**config.mk**
```make
export PLATFORM = sky130hd
export DESIGN_NAME = rc_pulse_capture_normalizer
export DESIGN_NICKNAME = d
export VERILOG_FILES = /design/src/hdl/rcpc_pkg.sv /design/src/hdl/rcpc_regs.sv /design/src/hdl/rcpc_datapath.sv /design/src/hdl/rcpc_ctrl.sv /design/src/hdl/rc_pulse_capture_normalizer.sv
export SDC_FILE = /design/constraint.sdc
export NUM_CORES = 1
export LEC_CHECK = 0
export BUFFER_PORTS_ARGS = -buffer_cell sky130_fd_sc_hd__buf_2
export CAP_MARGIN = 20
export CORE_ASPECT_RATIO = 2
export CORE_MARGIN = 2
export CORE_UTILIZATION = 40
export DETAILED_ROUTE_END_ITERATION = 12
export SETUP_SLACK_MARGIN = 0.3
export SYNTH_ARGS = -nofsm -noshare
export SYNTH_HDL_FRONTEND = slang
export SYNTH_SLANG_ARGS = --single-unit
```
**constraint.sdc**
```tcl
create_clock -name clk -period 5.9 [get_ports clk]
set_input_delay 1.18 -clock clk [delete_from_list [all_inputs] [get_ports clk]]
set_output_delay 1.18 -clock clk [all_outputs]
set_load 0.1 [all_outputs]
```
**src/hdl/rcpc_pkg.sv**
```systemverilog
//------------------------------------------------------------------------------
// RC pulse capture package
// Shared types and constants for the pulse capture controller and datapath.
//------------------------------------------------------------------------------
package rcpc_pkg;

	// Configuration port geometry.
	localparam int ADDR_W = 4;
	localparam int DATA_W = 32;

	// Register indexes, taken from paddr[3:2].
	localparam logic [1:0] REG_MIN_PULSE  = 2'd0;
	localparam logic [1:0] REG_MAX_PULSE  = 2'd1;
	localparam logic [1:0] REG_TIMEOUT    = 2'd2;
	localparam logic [1:0] REG_CHANNELS   = 2'd3;

	// Reset values of the configuration registers.
	localparam logic [15:0] MIN_PULSE_RST = 16'd1000;
	localparam logic [15:0] MAX_PULSE_RST = 16'd2000;
	localparam logic [19:0] TIMEOUT_RST   = 20'd100000;
	localparam logic [2:0]  CHANNELS_RST  = 3'd4;

	// Input action codes.
	localparam logic ACT_EDGE = 1'b0;
	localparam logic ACT_EVAL = 1'b1;

	// Position reported for a stale or empty channel (-1.0 in Q1.15).
	localparam logic signed [16:0] POS_INVALID = -17'sd32768;

	// Number of quotient bits produced by the serial divider.
	localparam int DIV_STEPS = 16;

	typedef struct packed {
		logic [15:0] min_pulse_us;
		logic [15:0] max_pulse_us;
		logic [19:0] timeout_us;
		logic [2:0]  channels_in_use;
	} cfg_t;

	typedef enum logic [2:0] {
		S_IDLE,
		S_CHECK,
		S_CLAMP,
		S_SETUP,
		S_DIV,
		S_FORM,
		S_OUT
	} state_t;

	// Commands from the controller to the datapath.
	typedef struct packed {
		logic edge_write;
		logic eval_start;
		logic check;
		logic clamp;
		logic setup;
		logic div_step;
		logic out_load;
		logic next_ch;
	} cmd_t;

	// Status from the datapath to the controller.
	typedef struct packed {
		logic eval_empty;
		logic skip_div;
		logic div_done;
		logic is_last;
	} status_t;

endpackage

```
**src/hdl/rcpc_regs.sv**
```systemverilog
//------------------------------------------------------------------------------
// RC pulse capture configuration registers
// APB-style register file holding clamp limits, timeout and channel count.
//------------------------------------------------------------------------------
module rcpc_regs
	import rcpc_pkg::*;
(
	input  logic              clk,
	input  logic              arst_n,
	input  logic              psel,
	input  logic              penable,
	input  logic              pwrite,
	input  logic [ADDR_W-1:0] paddr,
	input  logic [DATA_W-1:0] pwdata,
	output logic [DATA_W-1:0] prdata,
	output logic              pready,
	output cfg_t              cfg
);

	cfg_t cfg_q;
	logic wr_en;

	assign pready = 1'b1;
	assign wr_en  = psel && penable && pwrite;
	assign cfg    = cfg_q;

	// Register write on the access cycle.
	always_ff @(posedge clk or negedge arst_n) begin
		if (!arst_n) begin
			cfg_q.min_pulse_us    <= MIN_PULSE_RST;
			cfg_q.max_pulse_us    <= MAX_PULSE_RST;
			cfg_q.timeout_us      <= TIMEOUT_RST;
			cfg_q.channels_in_use <= CHANNELS_RST;
		end else if (wr_en) begin
			case (paddr[3:2])
				REG_MIN_PULSE: cfg_q.min_pulse_us    <= pwdata[15:0];
				REG_MAX_PULSE: cfg_q.max_pulse_us    <= pwdata[15:0];
				REG_TIMEOUT:   cfg_q.timeout_us      <= pwdata[19:0];
				REG_CHANNELS:  cfg_q.channels_in_use <= pwdata[2:0];
				default: ;
			endcase
		end
	end

	// Read data multiplexer.
	always_comb begin
		case (paddr[3:2])
			REG_MIN_PULSE: prdata = {16'd0, cfg_q.min_pulse_us};
			REG_MAX_PULSE: prdata = {16'd0, cfg_q.max_pulse_us};
			REG_TIMEOUT:   prdata = {12'd0, cfg_q.timeout_us};
			REG_CHANNELS:  prdata = {29'd0, cfg_q.channels_in_use};
			default:       prdata = '0;
		endcase
	end

endmodule

```
**src/hdl/rcpc_datapath.sv**
```systemverilog
//------------------------------------------------------------------------------
// RC pulse capture datapath
// Per-channel stamp and width storage, validity check, clamp, serial divider
// and the result register.
//------------------------------------------------------------------------------
module rcpc_datapath
	import rcpc_pkg::*;
#(
	parameter int CHANNELS = 4
) (
	input  logic               clk,
	input  logic               arst_n,
	input  cfg_t               cfg,
	input  cmd_t               cmd,
	output status_t            status,
	input  logic [1:0]         channel,
	input  logic               level,
	input  logic [31:0]        now_us,
	output logic [1:0]         out_channel,
	output logic [15:0]        pulse_us,
	output logic signed [16:0] position,
	output logic               valid_res,
	output logic               last
);

	localparam int IDX_W = (CHANNELS > 1) ? $clog2(CHANNELS) : 1;
	localparam logic [3:0] CH_LIM = 4'(CHANNELS);
	localparam logic [3:0] STEP_LAST = 4'(DIV_STEPS - 1);

	logic [31:0] rise_stamp_q   [CHANNELS];
	logic [15:0] pulse_width_q  [CHANNELS];
	logic [31:0] update_stamp_q [CHANNELS];

	logic [IDX_W-1:0] ch_q;
	logic [31:0]      now_q;
	logic             invalid_q;
	logic             span_ok_q;
	logic             skip_q;
	logic [15:0]      pw_q;
	logic [16:0]      rem_q;
	logic [15:0]      div_q;
	logic [15:0]      quo_q;
	logic [3:0]       step_q;

	logic [IDX_W-1:0] edge_idx;
	logic             edge_in_range;
	logic [31:0]      edge_width;
	logic [15:0]      edge_sat;
	logic [3:0]       n_report;
	logic [31:0]      age;
	logic             rem_ge;
	logic [16:0]      rem_sub;

	// Edge handling: width since the stored rise, saturated to 16 bits.
	assign edge_idx      = IDX_W'(channel);
	assign edge_in_range = ({2'b00, channel} < CH_LIM);
	assign edge_width    = now_us - rise_stamp_q[edge_idx];
	assign edge_sat      = (|edge_width[31:16]) ? 16'hFFFF : edge_width[15:0];

	// Channels reported per evaluate, limited to the built channel count.
	assign n_report = ({1'b0, cfg.channels_in_use} > CH_LIM) ? CH_LIM
	                                                         : {1'b0, cfg.channels_in_use};

	// Age of the current channel's last update, wrapping.
	assign age = now_q - update_stamp_q[ch_q];

	// One restoring division step.
	assign rem_ge  = (rem_q >= {1'b0, div_q});
	assign rem_sub = rem_ge ? (rem_q - {1'b0, div_q}) : rem_q;

	assign status.eval_empty = (n_report == 4'd0);
	assign status.skip_div   = skip_q;
	assign status.div_done   = (step_q == STEP_LAST);
	assign status.is_last    = ((4'(ch_q) + 4'd1) == n_report);

	// Channel storage, cleared at reset.
	always_ff @(posedge clk or negedge arst_n) begin
		if (!arst_n) begin
			for (int i = 0; i < CHANNELS; i++) begin
				rise_stamp_q[i]   <= '0;
				pulse_width_q[i]  <= '0;
				update_stamp_q[i] <= '0;
			end
		end else if (cmd.edge_write && edge_in_range) begin
			if (level) begin
				rise_stamp_q[edge_idx] <= now_us;
			end else begin
				pulse_width_q[edge_idx]  <= edge_sat;
				update_stamp_q[edge_idx] <= now_us;
			end
		end
	end

	// Channel index for the evaluate walk.
	always_ff @(posedge clk or negedge arst_n) begin
		if (!arst_n) begin
			ch_q <= '0;
		end else if (cmd.eval_start) begin
			ch_q <= '0;
		end else if (cmd.next_ch) begin
			ch_q <= ch_q + IDX_W'(1);
		end
	end

	// Divider step counter.
	always_ff @(posedge clk or negedge arst_n) begin
		if (!arst_n) begin
			step_q <= '0;
		end else if (cmd.setup) begin
			step_q <= '0;
		end else if (cmd.div_step) begin
			step_q <= step_q + 4'd1;
		end
	end

	// Per-channel arithmetic: check, clamp, setup and divide.
	always_ff @(posedge clk) begin
		if (cmd.eval_start) begin
			now_q <= now_us;
		end
		if (cmd.check) begin
			invalid_q <= (age > {12'd0, cfg.timeout_us}) || (pulse_width_q[ch_q] == 16'd0);
			pw_q      <= (pulse_width_q[ch_q] < cfg.min_pulse_us) ? cfg.min_pulse_us
			                                                      : pulse_width_q[ch_q];
		end
		if (cmd.clamp) begin
			pw_q <= (pw_q > cfg.max_pulse_us) ? cfg.max_pulse_us : pw_q;
		end
		if (cmd.setup) begin
			span_ok_q <= (cfg.max_pulse_us > cfg.min_pulse_us);
			skip_q    <= invalid_q || !(cfg.max_pulse_us > cfg.min_pulse_us);
			rem_q     <= {1'b0, pw_q - cfg.min_pulse_us};
			div_q     <= cfg.max_pulse_us - cfg.min_pulse_us;
			quo_q     <= '0;
		end
		if (cmd.div_step) begin
			rem_q <= {rem_sub[15:0], 1'b0};
			quo_q <= {quo_q[14:0], rem_ge};
		end
	end

	// Result register.
	always_ff @(posedge clk) begin
		if (cmd.out_load) begin
			out_channel <= 2'(ch_q);
			last        <= status.is_last;
			valid_res   <= !invalid_q;
			if (invalid_q) begin
				pulse_us <= '0;
				position <= POS_INVALID;
			end else begin
				pulse_us <= pw_q;
				position <= span_ok_q ? $signed({1'b0, quo_q}) : 17'sd0;
			end
		end
	end

endmodule

```
**src/hdl/rcpc_ctrl.sv**
```systemverilog
//------------------------------------------------------------------------------
// RC pulse capture controller
// Sequences edge updates and the per-channel evaluate walk.
//------------------------------------------------------------------------------
module rcpc_ctrl
	import rcpc_pkg::*;
(
	input  logic    clk,
	input  logic    arst_n,
	input  logic    in_valid,
	output logic    in_ready,
	input  logic    action,
	output logic    out_valid,
	input  logic    out_ready,
	input  status_t status,
	output cmd_t    cmd
);

	state_t state_q;
	state_t state_d;

	// State register.
	always_ff @(posedge clk or negedge arst_n) begin
		if (!arst_n) begin
			state_q <= S_IDLE;
		end else begin
			state_q <= state_d;
		end
	end

	// Next state and datapath commands.
	always_comb begin
		state_d   = state_q;
		cmd       = '0;
		in_ready  = 1'b0;
		out_valid = 1'b0;
		case (state_q)
			S_IDLE: begin
				in_ready = 1'b1;
				if (in_valid) begin
					if (action == ACT_EDGE) begin
						cmd.edge_write = 1'b1;
					end else begin
						cmd.eval_start = 1'b1;
						if (!status.eval_empty) begin
							state_d = S_CHECK;
						end
					end
				end
			end
			S_CHECK: begin
				cmd.check = 1'b1;
				state_d   = S_CLAMP;
			end
			S_CLAMP: begin
				cmd.clamp = 1'b1;
				state_d   = S_SETUP;
			end
			S_SETUP: begin
				cmd.setup = 1'b1;
				state_d   = S_DIV;
			end
			S_DIV: begin
				if (status.skip_div) begin
					state_d = S_FORM;
				end else begin
					cmd.div_step = 1'b1;
					if (status.div_done) begin
						state_d = S_FORM;
					end
				end
			end
			S_FORM: begin
				cmd.out_load = 1'b1;
				state_d      = S_OUT;
			end
			S_OUT: begin
				out_valid = 1'b1;
				if (out_ready) begin
					if (status.is_last) begin
						state_d = S_IDLE;
					end else begin
						cmd.next_ch = 1'b1;
						state_d     = S_CHECK;
					end
				end
			end
			default: state_d = S_IDLE;
		endcase
	end

endmodule

```
**src/hdl/rc_pulse_capture_normalizer.sv**
```systemverilog
//------------------------------------------------------------------------------
// RC pulse capture normalizer
// Captures RC pulse widths per channel and reports clamped widths and
// normalized Q1.15 positions on request.
//------------------------------------------------------------------------------
// An edge request is taken in the idle state and produces no result. An evaluate
// request walks the channels in use one at a time; each valid channel with a
// nonzero clamp span passes check, clamp, setup, the one-bit-per-cycle
// restoring divider and the result load, while a stale or empty channel or a
// zero span skips the divider steps; each result then waits for out_ready.
// The next request is taken once the last result is delivered.
module rc_pulse_capture_normalizer
	import rcpc_pkg::*;
#(
	parameter int CHANNELS = 4
) (
	input  logic               clk,
	input  logic               arst_n,
	input  logic               psel,
	input  logic               penable,
	input  logic               pwrite,
	input  logic [ADDR_W-1:0]  paddr,
	input  logic [DATA_W-1:0]  pwdata,
	output logic [DATA_W-1:0]  prdata,
	output logic               pready,
	input  logic               in_valid,
	output logic               in_ready,
	input  logic               action,
	input  logic [1:0]         channel,
	input  logic               level,
	input  logic [31:0]        now_us,
	output logic               out_valid,
	input  logic               out_ready,
	output logic [1:0]         out_channel,
	output logic [15:0]        pulse_us,
	output logic signed [16:0] position,
	output logic               valid_res,
	output logic               last
);

	cfg_t    cfg;
	cmd_t    cmd;
	status_t status;

	rcpc_regs u_regs (
		.clk     (clk),
		.arst_n  (arst_n),
		.psel    (psel),
		.penable (penable),
		.pwrite  (pwrite),
		.paddr   (paddr),
		.pwdata  (pwdata),
		.prdata  (prdata),
		.pready  (pready),
		.cfg     (cfg)
	);

	rcpc_ctrl u_ctrl (
		.clk       (clk),
		.arst_n    (arst_n),
		.in_valid  (in_valid),
		.in_ready  (in_ready),
		.action    (action),
		.out_valid (out_valid),
		.out_ready (out_ready),
		.status    (status),
		.cmd       (cmd)
	);

	rcpc_datapath #(
		.CHANNELS (CHANNELS)
	) u_datapath (
		.clk         (clk),
		.arst_n      (arst_n),
		.cfg         (cfg),
		.cmd         (cmd),
		.status      (status),
		.channel     (channel),
		.level       (level),
		.now_us      (now_us),
		.out_channel (out_channel),
		.pulse_us    (pulse_us),
		.position    (position),
		.valid_res   (valid_res),
		.last        (last)
	);

endmodule

```
==> results of run 1 <==
[flip-flops by register name, indices dropped and copies added, names as in the netlist, 2 cells and up]
register                   flops
u_datapath.position           17
u_datapath.rise_stamp_q      128
u_datapath.step_q              4
u_datapath.now_q              32
u_datapath.pulse_us           16
u_datapath.out_channel         2
u_datapath.ch_q                2
u_ctrl.state_q                 3
u_regs.cfg                    55
u_datapath.pulse_width_q      64
u_datapath.pw_q               16
u_datapath.update_stamp_q    128
u_datapath.div_q              16
u_datapath.quo_q              16
u_datapath.rem_q              17
[metal layers]
layer,global-route usage (%),part of all wire [%]
met3,2.64,4.0
met4,12.5,6.0
met2,43.1,55
met1,22.9,35
met5,0,0.057
[metrics by stage]
step / std cells / hold WS [ns] / util (%) / instance area, sq um
2_1_floorplan: 2796 / 0.440 / - / 29100
3_3_place_gp: 3773 / 0.452 / 43.1 / 30900
3_5_place_dp: 3774 / 0.460 / 43.1 / 31000
4_1_cts: 3877 / 0.476 / 45.6 / 32800
5_1_grt: 3882 / 0.493 / 45.8 / 32900
6_report: 3885 / 0.472 / 45.8 / 32900
[final cells by class]
class,instances,area [sq um],share of cell area (%)
timing repair buffer,218,1510,4.59
tap,916,1150,3.49
clock buffer,67,1340,4.06
clock inverter,25,287,0.871
sequential,521,13700,41.8
antenna,4,10.0,0.0304
inverter,163,612,1.86
multi-input combinational,1971,14200,43.3
[worst paths after layout]
check,from,to,slack (ns),cells after the start
worst max-delay path,u_datapath.ch_q[0],u_datapath.invalid_q,0.34,21
worst max register to register,u_datapath.ch_q[0],u_datapath.invalid_q,0.34,21
worst min-delay path,u_datapath.update_stamp_q[61],u_datapath.update_stamp_q[61],0.47,2
worst min register to register,u_datapath.update_stamp_q[61],u_datapath.update_stamp_q[61],0.47,2
min in group asynchronous,arst_n,u_datapath.rise_stamp_q[55],0.50,1
max in group asynchronous,arst_n,u_datapath.ch_q[0],4.12,2
[report_power, final]
group | total (mW) | internal, mW | switching [mW] | leakage [nW]
clock network | 3.27 | 1.82 | 1.45 | 0.788
logic | 9.62 | 4.03 | 5.59 | 7.77
registers | 6.00 | 5.22 | 0.777 | 6.18
total | 18.9 | 11.1 | 7.81 | 14.7
[cell usage in the layout (no fill, tap or decap), types with 40 or more instances in the layout]
master / count
o21ai_0: 135
a31oi_1: 49
mux4_2: 83
xnor2_1: 46
clkbuf_16: 50
ha_1: 160
mux2i_1: 53
mux2_2: 143
a21oi_1: 127
dfrtp_1: 363
buf_2: 122
buf_4: 78
inv_1: 161
a21o_1: 40
nand2_1: 516
edfxtp_1: 136
nor2_1: 161
[logic make-up (layout without fill, tap and decap cells)]
family | after synthesis | after routing | share of synthesized area, %
fa+ha+maj | 168 | 168 | 7.36
xor+xnor | 77 | 77 | 2.32
buf+inv | 304 | 473 | 4.28
mux | 279 | 279 | 13.8
flops | 521 | 521 | 47.3
other cells | 2 | 17 | 0.0258
simple gates | 920 | 920 | 13.9
compound gates | 514 | 514 | 11.1
[critical path, stage by stage, from the launching register on]
cell,delay [ns]
dfrtp_4,0.46
mux4_2,0.52
inv_2,0.10
ha_4,0.20
a21o_1,0.17
or3_4,0.34
o21ba_4,0.24
a31o_4,0.24
o21ai_2,0.13
nand2b_1,0.09
a221o_1,0.34
a21oi_2,0.15
xnor2_1,0.08
ha_1,0.29
nand4_1,0.10
buf_4,0.15
or3_4,0.37
or4_4,0.42
a311o_1,0.31
nor3_2,0.13
o2111ai_1,0.13
a2111o_1,0.37
[timing repair]
| item | in CTS | in global routing |
|---|---|---|
| setup endpoints to repair | 1 | 1 |
| gates resized for setup | 18 | 9 |
| pin swaps | 14 | 14 |
| gates cloned | 1 | 0 |
| buffers inserted | 10 | 2 |
==> impl_results.md, run 1 <==
- Commonest cells post-synth: nand2_1 (516), dfrtp_1 (365), ha_1 (163), inv_1 (162), nor2_1 (162)
- Rel. slew slack: 30.4%
- Fillers: 6691
- Fin worst setup slack: 0.343 ns
- Final setup violating endpoints: 0
- Dpl ws: 0.108 ns
- Total GRT Usage: 22.2%
- Worst VDD drop: 0.000268 V
- Seq cells post-synth: 521
- CTS max path bufs: 3
- # IOs: 151
- Setup TNS: 0 ns
- Hpwl dp: 62.6 mm
- Drc violations: 0
- WL per Instance: 21.4 microns
- Clock-pin slew on the worst setup and hold paths: 0.06 ns
- TritonCTS buffer count: 49
- Sequential area share after synthesis: 47.3%
- Yosys top cell area share: 31.4%
- Pwr dens: 574 mW/mm^2
- Final period utilization: 94.2%
- Chip width: 195 microns
- Status: finished clean
- YS warnings: 0
- Area Growth Syn to Fin: 13.1%
- Critical path arrival: 5.90 ns
- Total Nets Final: 3171
- Synth area leaders: dfrtp_1 (31%), edfxtp_1 (14%), ha_1 (7.0%)
- Max_cap viols: 0
- Placer Congestion: 0.936
- FMAX: 180 MHz
- Most common cell in the synthesized netlist: nand2_1
- Sink Count: 521
- Detailed-route via count: 21648
- Req. time, crit path: 6.25 ns
- Mean area per synthesized cell: 10.4 sq um
- Gr ovfl total: 0
- RSZ-0062 raised after global routing: true
- Crit path max fanout: 4
- Synth Cell Area: 0.0291 sq mm
- Crit path time final: 5.56 ns
- Die area: 0.0750 sq mm
- Routed Antenna Nets: 0
- CTS tree: done
- Tot Pwr: 18.9 mW
- Max Clock Skew: 0.0239 ns
- Drt initial violations: 1143
- Crit path kind: reg2reg
- Synth area leader: dfrtp_1
- Die Height: 385 microns
- Core area: 0.0718 sq mm
- Root buffer cell: clkbuf_16
- Fin. Hold Viols: 0
- Synth Flop Type: dfrtp_1
- Row count: 139
- First-pass GRT wire length: 129 mm
- TritonRoute pass-1 iters: 5
- Port Buffers: 123
- Worst min-delay path category: reg2reg
- Vias per inst: 5.57
- Least-Margin Pin Slew: 1.04 ns
- Async S/R FF share, synth: 73.7%
- Antenna violations before repair: 8
- Vias in the first global route: 22964
- CP startpoint kind: flop
- Crit. End Element: flop
- Cts hold-fix bufs: 0
- Post-synth EDFFs: 136
- Total Wirelength: 83.1 mm
- Cells after Synth: 2785
- Fraction of layout cells with a size suffix above 1: 19.4%
- Pin count of the biggest net entering global routing: 142
- Clk Latency, worst-skew pair: 0.61 ns
- Pins Over Slew Limit: 0
- Yosys cell types: 77
- Initial Utilization: 40.5%
- Max H-tree Level: 2
- Lkg Pwr: 14.7 nW
No activity file was read; power rests on OpenSTA's default activity.
==> run 2: changes to the inputs <==
--- a/config.mk
+++ b/config.mk
@@ -5,6 +5,7 @@
 export SDC_FILE = /design/constraint.sdc
 export NUM_CORES = 1
 export LEC_CHECK = 0
+export ABC_AREA = 1
 export BUFFER_PORTS_ARGS = -buffer_cell sky130_fd_sc_hd__buf_2
 export CAP_MARGIN = 20
 export CORE_ASPECT_RATIO = 2
==> constraint.sdc (replaced) <==
create_clock -name clk -period 4.6 [get_ports clk]
set_input_delay 0.92 -clock clk [delete_from_list [all_inputs] [get_ports clk]]
set_output_delay 0.92 -clock clk [all_outputs]
set_load 0.1 [all_outputs]
==> run 2 against run 1 <==
  * Die area is 3.2% higher
  * Highest routed layer unchanged
  * Via count is 22% higher
  * Critical path depth is 3 higher
  * Sequential share of layout area is 2.5 points lower
  * Flip-flop and latch count stayed put
  * Clock-buffer cell count is 13 higher
  * Non-clock buffer count is 80 higher
  * Design area is 6.3% higher
  * Synthesized area is 3.3% higher
  * Register-to-register slack better by 0.11 ns
  * First-iteration DRC count is 38% higher
  * Largest cell class unchanged
  * Total power is 40% higher
==> impl_results.md, run 2 <==
- FMAX: 241 MHz (was 180 MHz)
- Drt initial violations: 1573 (was 1143)
- Worst-path cell chain: clkinv_4 -> buf_12 -> buf_12 -> o21ai_1 -> nor2_1 -> a21oi_1 -> ha_1 -> a21oi_2 -> nor2_1 -> nor2_2 -> buf_4 -> nand2_2 -> xor2_2 -> ha_1 -> a21oi_2 -> o21ai_1 -> a21oi_1 -> nand2_1 -> nand2_1 -> nand2_1 -> nand2_2 -> nand4_1 -> nor3_2 -> nand4_1 (was mux4_2 -> inv_2 -> ha_4 -> a21o_1 -> or3_4 -> o21ba_4 -> a31o_4 -> o21ai_2 -> nand2b_1 -> a221o_1 -> a21oi_2 -> xnor2_1 -> ha_1 -> nand4_1 -> buf_4 -> or3_4 -> or4_4 -> a311o_1 -> nor3_2 -> o2111ai_1 -> a2111o_1)
- Row count: 142 (was 139)
- Crit path top cell by count: nand2_1 (was or3_4)
- Fraction of layout cells with a size suffix above 1: 13.6% (was 19.4%)
- Pwr dens: 759 mW/mm^2 (was 574 mW/mm^2)
- Fin. Hold Viols: 0 (unchanged)
- Rel. slew slack: 32.3% (was 30.4%)
- Clk Latency, worst-skew pair: 0.63 ns (was 0.61 ns)
- Vias per inst: 5.24 (was 5.57)
- Commonest non-fill, non-tap cell in the layout: nand2_1 (unchanged)
- Max Clock Skew: 0.0312 ns (was 0.0239 ns)
- Seq cells post-synth: 521 (unchanged)
- Gr ovfl total: 0 (unchanged)
- TritonCTS buffer count: 50 (was 49)
- Non-Filler Instances: 5016 (was 3885)
- Hpwl dp: 75.8 mm (was 62.6 mm)
- Cells after Synth: 3823 (was 2785)
- RSZ-0062 raised after global routing: true (unchanged)
- CTS max path bufs: 3 (unchanged)
- CP startpoint kind: flop (unchanged)
- Drc violations: 0 (unchanged)
- TritonRoute pass-1 iters: 7 (was 5)
- Pins Over Slew Limit: 0 (unchanged)
- Root buffer cell: clkbuf_16 (unchanged)
- Worst reg2reg path depth: 24 (was 21)
- Total Wirelength: 99.6 mm (was 83.1 mm)
- Chip width: 198 microns (was 195 microns)
- Crit. End Element: flop (unchanged)
- First-pass GRT wire length: 151 mm (was 129 mm)
- Placer Congestion: 0.995 (was 0.936)
- WL per Instance: 19.8 microns (was 21.4 microns)
- Yosys top cell area share: 30.4% (was 31.4%)
- Largest delay share family, worst path: simple AND/OR/NAND/NOR gates (was compound AO/OA/AOI/OAI gates)
- Placed Cells: 4896 (was 3774)
- Reg2reg end: u_datapath.invalid_q (unchanged)
- Max_cap viols: 0 (unchanged)
- Slowest cell delay on critical path: 0.45 ns (was 0.52 ns)
- Least-Margin Pin Slew: 1.01 ns (was 1.04 ns)
- Bufs and invs on worst path: 4 (was 2)
- Crit path time final: 4.15 ns (was 5.56 ns)
- Status: finished clean (unchanged)
- Worst VDD drop: 0.000343 V (was 0.000268 V)
- Synth Flop Type: dfrtp_1 (unchanged)
- Die area: 0.0774 sq mm (was 0.0750 sq mm)
- Commonest cells post-synth: nand2_1 (1209), inv_1 (439), o21ai_0 (413), dfrtp_1 (365), nor2_1 (262) (was nand2_1 (516), dfrtp_1 (365), ha_1 (163), inv_1 (162), nor2_1 (162))
- Detailed-route via count: 26303 (was 21648)
- Final setup violating endpoints: 0 (unchanged)
- Pin count of the biggest net entering global routing: 95 (was 142)
- Core area: 0.0746 sq mm (was 0.0718 sq mm)
- Hold WS: 0.327 ns (was 0.472 ns)
- Biggest regs: u_datapath.rise_stamp_q: 128 flops, u_datapath.update_stamp_q: 128 flops, u_datapath.pulse_width_q: 64 flops (unchanged)
- Yosys cell types: 57 (was 77)
- # IOs: 151 (unchanged)
- R2r startpoint: u_datapath.ch_q[0] (unchanged)
- Crit. Startpoint: u_datapath.ch_q[0] (unchanged)
- Synth area leader: dfrtp_1 (unchanged)
- Synth Cell Area: 0.0300 sq mm (was 0.0291 sq mm)
- R2R Setup Slk: 0.45 ns (was 0.34 ns)
- Most common cell in the synthesized netlist: nand2_1 (unchanged)
- CTS tree: done (unchanged)
- Port Buffers: 123 (unchanged)
- Req. time, crit path: 4.92 ns (was 6.25 ns)
- Critical Path Sink: u_datapath.invalid_q (unchanged)
- Post-synth EDFFs: 136 (unchanged)
- Total Nets Final: 4284 (was 3171)
- Worst min-delay path category: in2async (was reg2reg)
- Vias in the first global route: 26332 (was 22964)
- Total GRT Usage: 25.9% (was 22.2%)
- Die Height: 391 microns (was 385 microns)
- Levels on crit path: 24 (was 21)
- Mean area per synthesized cell: 7.85 sq um (was 10.4 sq um)
- Final period utilization: 90.1% (was 94.2%)
- Area Growth Syn to Fin: 16.5% (was 13.1%)
- Finished Core Util: 46.9% (was 45.8%)
- Async S/R FF share, synth: 73.7% (unchanged)
- Commonest non-fill, non-tap cells in the layout: nand2_1 (1192), inv_1 (436), o21ai_0 (391) (was nand2_1 (516), dfrtp_1 (363), nor2_1 (161), inv_1 (161), ha_1 (160))
- Crit path max fanout: 12 (was 4)
- Antenna violations before repair: 7 (was 8)
- Routed Antenna Nets: 0 (unchanged)
- YS warnings: 0 (unchanged)
- Lkg Pwr: 17.1 nW (was 14.7 nW)
- Setup TNS: 0 ns (unchanged)
- Sequential area share after synthesis: 45.8% (was 47.3%)
- Crit path kind: reg2reg (unchanged)
- Critical path's slowest cell: dfrtp_2 (was mux4_2)
- Sink Count: 521 (unchanged)
- Max H-tree Level: 2 (unchanged)
- Initial Utilization: 40.2% (was 40.5%)
- Synth area leaders: dfrtp_1 (30%), nand2_1 (15%), edfxtp_1 (14%) (was dfrtp_1 (31%), edfxtp_1 (14%), ha_1 (7.0%))
- Clock-pin slew on the worst setup and hold paths: 0.07 ns (was 0.06 ns)
- Critical path arrival: 4.46 ns (was 5.90 ns)
## run 2: cells by family (layout without fill, tap and decap cells)
group / after synthesis / count (layout) / share of synthesized area [%]
other: 2 / 15 / 0.0250
adder cells (fa/ha/maj): 168 / 168 / 7.13
flip-flops: 521 / 521 / 45.8
AO/OA/AOI/OAI: 748 / 748 / 13.7
buffers and inverters: 601 / 845 / 7.84
AND/OR/NAND/NOR: 1715 / 1715 / 23.6
XOR/XNOR: 68 / 68 / 1.98
## run 2: timing repair
item | in CTS | in global routing
pin swaps | 13 | 30
setup buffers | 4 | 13
hold buffers | 0 | 0
gates cloned | 1 | 4
endpoints found under the setup margin | 1 | 1
gates resized for setup | 34 | 83
## run 2: cell type report
class                      count  area (sq um)
antenna                        2          5.00
clock buffer                  80          1560
clock inverter                13           115
fill                        7593         39700
inverter                     453          1710
multi-input combinational   2712         14400
sequential                   521         13700
tap                          936          1170
timing repair buffer         298          2290
timing repair inverter         1          5.00
## run 2: worst min-delay path by stage
stage | startpoint | endpoint | slack, ns
2_1_floorplan | u_datapath.invalid_q | u_datapath.position[16] | 0.42
3_3_place_gp | u_datapath.update_stamp_q[82] | u_datapath.update_stamp_q[82] | 0.46
3_5_place_dp | u_datapath.pulse_width_q[26] | u_datapath.pulse_width_q[26] | 0.47
4_1_cts | arst_n | u_datapath.rise_stamp_q[76] | 0.36
5_1_grt | arst_n | u_datapath.rise_stamp_q[76] | 0.38
6_report | arst_n | u_datapath.rise_stamp_q[76] | 0.33
## run 2: layer usage
metal | GRT usage, % | vias up | share of wire, %
met5 | 0 | - | 0.046
met4 | 18.8 | 8 | 8.7
met3 | 3.31 | 350 | 3.9
met2 | 49.3 | 723 | 53
met1 | 25.1 | 12390 | 34
li1 | - | 12832 | -
## run 2: stage by stage
stage	worst slack (ns)	power (mW)	area, sq um
2_1_floorplan	0.316	16.7	30100
3_3_place_gp	-0.0286	21.1	32600
3_5_place_dp	-0.0561	21.3	32600
4_1_cts	0.307	25.9	34400
5_1_grt	0.172	28.6	35000
6_report	0.454	26.5	35000
## run 2: power by group
group | switching [mW] | internal [mW] | leakage [nW] | total [mW]
Clock | 1.87 | 2.38 | 0.831 | 4.26
Sequential | 0.959 | 6.67 | 6.17 | 7.63
Combinational | 9.36 | 5.29 | 10.1 | 14.6
Total | 12.2 | 14.3 | 17.1 | 26.5
==> run 3: changes to the inputs <==
--- a/config.mk
+++ b/config.mk
@@ -12,6 +12,7 @@
 export CORE_MARGIN = 2
 export CORE_UTILIZATION = 40
 export DETAILED_ROUTE_END_ITERATION = 12
+export GPL_TIMING_DRIVEN = 0
 export SETUP_SLACK_MARGIN = 0.3
 export SYNTH_ARGS = -nofsm -noshare
 export SYNTH_HDL_FRONTEND = slang
==> run 3 against run 2 <==
  * The run now ends with setup timing left
  * Largest cell class unchanged
  * First-iteration DRC count is 9.1% lower
  * Sequential share of layout area fell by 0.056 points
  * Global-route usage rose by 3.4 points
  * Clock skew decreased by 0.0043 ns
  * Flip-flop and latch count stayed put
  * Cell count rose by 0.24%
  * Design area is 0.14% higher
  * Setup slack worse by 0.48 ns
  * Clock-buffer cell count decreased by 17
  * Routed wire length rose by 13%
==> impl_results.md, run 3 (same netlist as run 2, synthesis figures left out) <==
- Status: finished, violations left (was finished clean)
- Violated checks: setup timing
- Drc violations: 0 (unchanged)
- Commonest non-fill, non-tap cell in the layout: nand2_1 (unchanged)
- Cts hold-fix bufs: 0 (unchanged)
- Pint: 14.4 mW (was 14.3 mW)
- Max H-tree Level: 2 (unchanged)
- TritonRoute pass-1 iters: 6 (was 7)
- Routed Antenna Nets: 0 (unchanged)
- Detailed-route via count: 27036 (was 26303)
- TritonCTS buffer count: 49 (was 50)
- Initial Utilization: 40.2% (unchanged)
- Chip width: 198 microns (unchanged)
- Sink Count: 521 (unchanged)
- Die Height: 391 microns (unchanged)
- Final setup violating endpoints: 1 (was 0)
- Vias in the first global route: 27783 (was 26332)
- Max Clock Skew: 0.0268 ns (was 0.0312 ns)
- Clock power share: 16.5% (was 16.0%)
- Drt initial violations: 1430 (was 1573)
- Vias per inst: 5.38 (was 5.24)
- CTS tree: done (unchanged)
- Crit path max fanout: 10 (was 12)
- Port Buffers: 121 (was 123)
- Pwr dens: 779 mW/mm^2 (was 759 mW/mm^2)
- Max_cap viols: 0 (unchanged)
- Worst-path cell chain: clkbuf_2 -> o21ai_0 -> o22ai_2 -> ha_2 -> inv_1 -> fa_2 -> nand3_1 -> nand2_2 -> nand2_1 -> nand2_2 -> nand2_2 -> nand2_4 -> xor2_1 -> ha_1 -> nand4_1 -> nor3_4 -> nand3_1 -> nand2_1 -> nand4_1 -> nor3_2 -> nand4_1 (was clkinv_4 -> buf_12 -> buf_12 -> o21ai_1 -> nor2_1 -> a21oi_1 -> ha_1 -> a21oi_2 -> nor2_1 -> nor2_2 -> buf_4 -> nand2_2 -> xor2_2 -> ha_1 -> a21oi_2 -> o21ai_1 -> a21oi_1 -> nand2_1 -> nand2_1 -> nand2_1 -> nand2_2 -> nand4_1 -> nor3_2 -> nand4_1)
- Crit path time final: 4.63 ns (was 4.15 ns)
- Critical path arrival: 4.89 ns (was 4.46 ns)
- Psw: 12.8 mW (was 12.2 mW)
- WL per Instance: 22.4 microns (was 19.8 microns)
- First-pass GRT wire length: 166 mm (was 151 mm)
- Least-Margin Pin Slew: 1.05 ns (was 1.01 ns)
- Seq. cell area: 0.0137 sq mm (unchanged)
- Total GRT Usage: 29.3% (was 25.9%)
- Commonest non-fill, non-tap cells in the layout: nand2_1 (1188), inv_1 (436), o21ai_0 (402) (was nand2_1 (1192), inv_1 (436), o21ai_0 (391))
- Area Growth Syn to Fin: 16.6% (was 16.5%)
- Fin. Hold Viols: 0 (unchanged)
- Root buffer cell: clkbuf_16 (unchanged)
- Crit path kind: reg2reg (unchanged)
- Gr ovfl total: 0 (unchanged)
- Reg power frac: 28.1% (was 28.7%)
- Fraction of layout cells with a size suffix above 1: 12.7% (was 13.6%)
- Fin worst setup slack: -0.0268 ns (was 0.454 ns)
- Biggest regs: u_datapath.rise_stamp_q: 128 flops, u_datapath.update_stamp_q: 128 flops, u_datapath.pulse_width_q: 64 flops (unchanged)
- Die area: 0.0774 sq mm (unchanged)
- Clk Latency, worst-skew pair: 0.62 ns (was 0.63 ns)
- Pins Over Slew Limit: 0 (unchanged)
- Finished Core Util: 46.9% (about the same)
- Antenna violations before repair: 6 (was 7)
- Slowest cell delay on critical path: 0.46 ns (was 0.45 ns)
- Crit. End Element: flop (unchanged)
- RSZ-0062 raised after global routing: true (unchanged)
- Comb power frac: 55.4% (was 55.2%)
- CTS max path bufs: 3 (unchanged)
- Lkg Pwr: 16.9 nW (was 17.1 nW)
- Multi-input logic area: 0.0147 sq mm (was 0.0144 sq mm)
- Pin count of the biggest net entering global routing: 112 (was 95)
- Worst min-delay path category: in2async (unchanged)
- # IOs: 151 (unchanged)
- Hpwl dp: 90.4 mm (was 75.8 mm)
- Rel. slew slack: 29.5% (was 32.3%)
- Setup TNS: -0.0268 ns (was 0 ns)
- Req. time, crit path: 4.87 ns (was 4.92 ns)
- FMAX: 216 MHz (was 241 MHz)
- Total Nets Final: 4297 (was 4284)
- Fillers: 7548 (was 7593)
- Total Wirelength: 113 mm (was 99.6 mm)
- Row count: 142 (unchanged)
- Placer Congestion: 0.991 (was 0.995)
- CP startpoint kind: flop (unchanged)
- Critical path's slowest cell: dfrtp_2 (unchanged)
- Core area: 0.0746 sq mm (unchanged)
- Clock-pin slew on the worst setup and hold paths: 0.07 ns (about the same)
- Final period utilization: 101% (was 90.1%)
- Worst VDD drop: 0.000313 V (was 0.000343 V)
- Switching Fraction: 47.1% (was 45.9%)
run 3: cell count changes in the layout (fill, tap and decap cells not counted), sizes merged:
| cell | before | now |
|---|---|---|
| bufinv | 1 | 9 |
| clkbuf | 83 | 168 |
| clkinvlp | 2 | 0 |
| inv | 455 | 454 |
| buf | 295 | 208 |
| clkinv | 9 | 18 |
run 3: worst max-delay path: cells and delay by family (launching register included):
kind            cells  cell delay [ns]
simple gates       13             1.82
fa+ha+maj           3             0.89
compound gates      2             0.54
flops               1             0.46
buf+inv             2             0.42
xor+xnor            1             0.15
run 3: power by group through the flow:
stage / registers (mW) / clock network [mW] / logic, mW
3_5_place_dp: 7.69 / 0 / 13.5
2_1_floorplan: 7.74 / 0 / 8.98
6_report: 7.66 / 4.51 / 15.1
4_1_cts: 7.61 / 4.57 / 14.2
5_1_grt: 7.84 / 4.72 / 16.6
3_3_place_gp: 7.67 / 0 / 13.2
run 3: path summary, 6_finish.rpt:
path	startpoint	to	slack, ns	cells after the start
worst max-delay path	u_datapath.ch_q[1]	u_datapath.invalid_q	-0.03	21
worst min-delay path	arst_n	u_datapath.rise_stamp_q[7]	0.28	1
worst max register to register	u_datapath.ch_q[1]	u_datapath.invalid_q	-0.03	21
worst min register to register	u_datapath.pulse_width_q[0]	u_datapath.pulse_width_q[0]	0.48	2
max in group asynchronous	arst_n	u_datapath.rise_stamp_q[54]	2.27	4
min in group clk	u_datapath.pulse_width_q[0]	u_datapath.pulse_width_q[0]	0.48	2
run 3: what timing repair did:
| action | 4_1_cts | 5_1_grt |
|---|---|---|
| setup buffers | 20 | 16 |
| gates resized for setup | 123 | 127 |
| pin swaps | 22 | 48 |
| setup endpoints to repair | 81 | 78 |
| cloned | 1 | 0 |
run 3: routing by layer:
layer | vias to the layer above | wire [microns] | track usage, % | part of all wire [%]
met3 | 448 | 4520 | 3.98 | 4.0
met4 | 4 | 12800 | 28.0 | 11
met1 | 12812 | 34100 | 24.9 | 30
met2 | 884 | 61200 | 56.6 | 54
met5 | - | 23 | 0 | 0.020
li1 | 12888 | - | - | -
run 3: stage by stage:
| stage | worst slack, ns | cells | instance area, sq um | hold WS (ns) | total power, mW |
|---|---|---|---|---|---|
| 2_1_floorplan | 0.316 | 3834 | 30100 | 0.424 | 16.7 |
| 3_3_place_gp | -5.40 | 4891 | 31800 | 0.460 | 20.9 |
| 3_5_place_dp | -2.45 | 4899 | 32100 | 0.465 | 21.1 |
| 4_1_cts | -0.108 | 5011 | 34400 | 0.299 | 26.3 |
| 5_1_grt | -0.112 | 5027 | 35000 | 0.331 | 29.2 |
| 6_report | -0.0268 | 5028 | 35000 | 0.279 | 27.3 |
run 3: layout make-up:
cell class	count	area share, %
Timing Repair Buffer	166	3.13
Buffer	147	2.53
Antenna cell	2	0.0143
Clock buffer	63	3.86
Multi-Input combinational cell	2712	41.9
Tap cell	936	3.34
Clock inverter	28	1.16
Inverter	453	4.86
Sequential cell	521	39.2
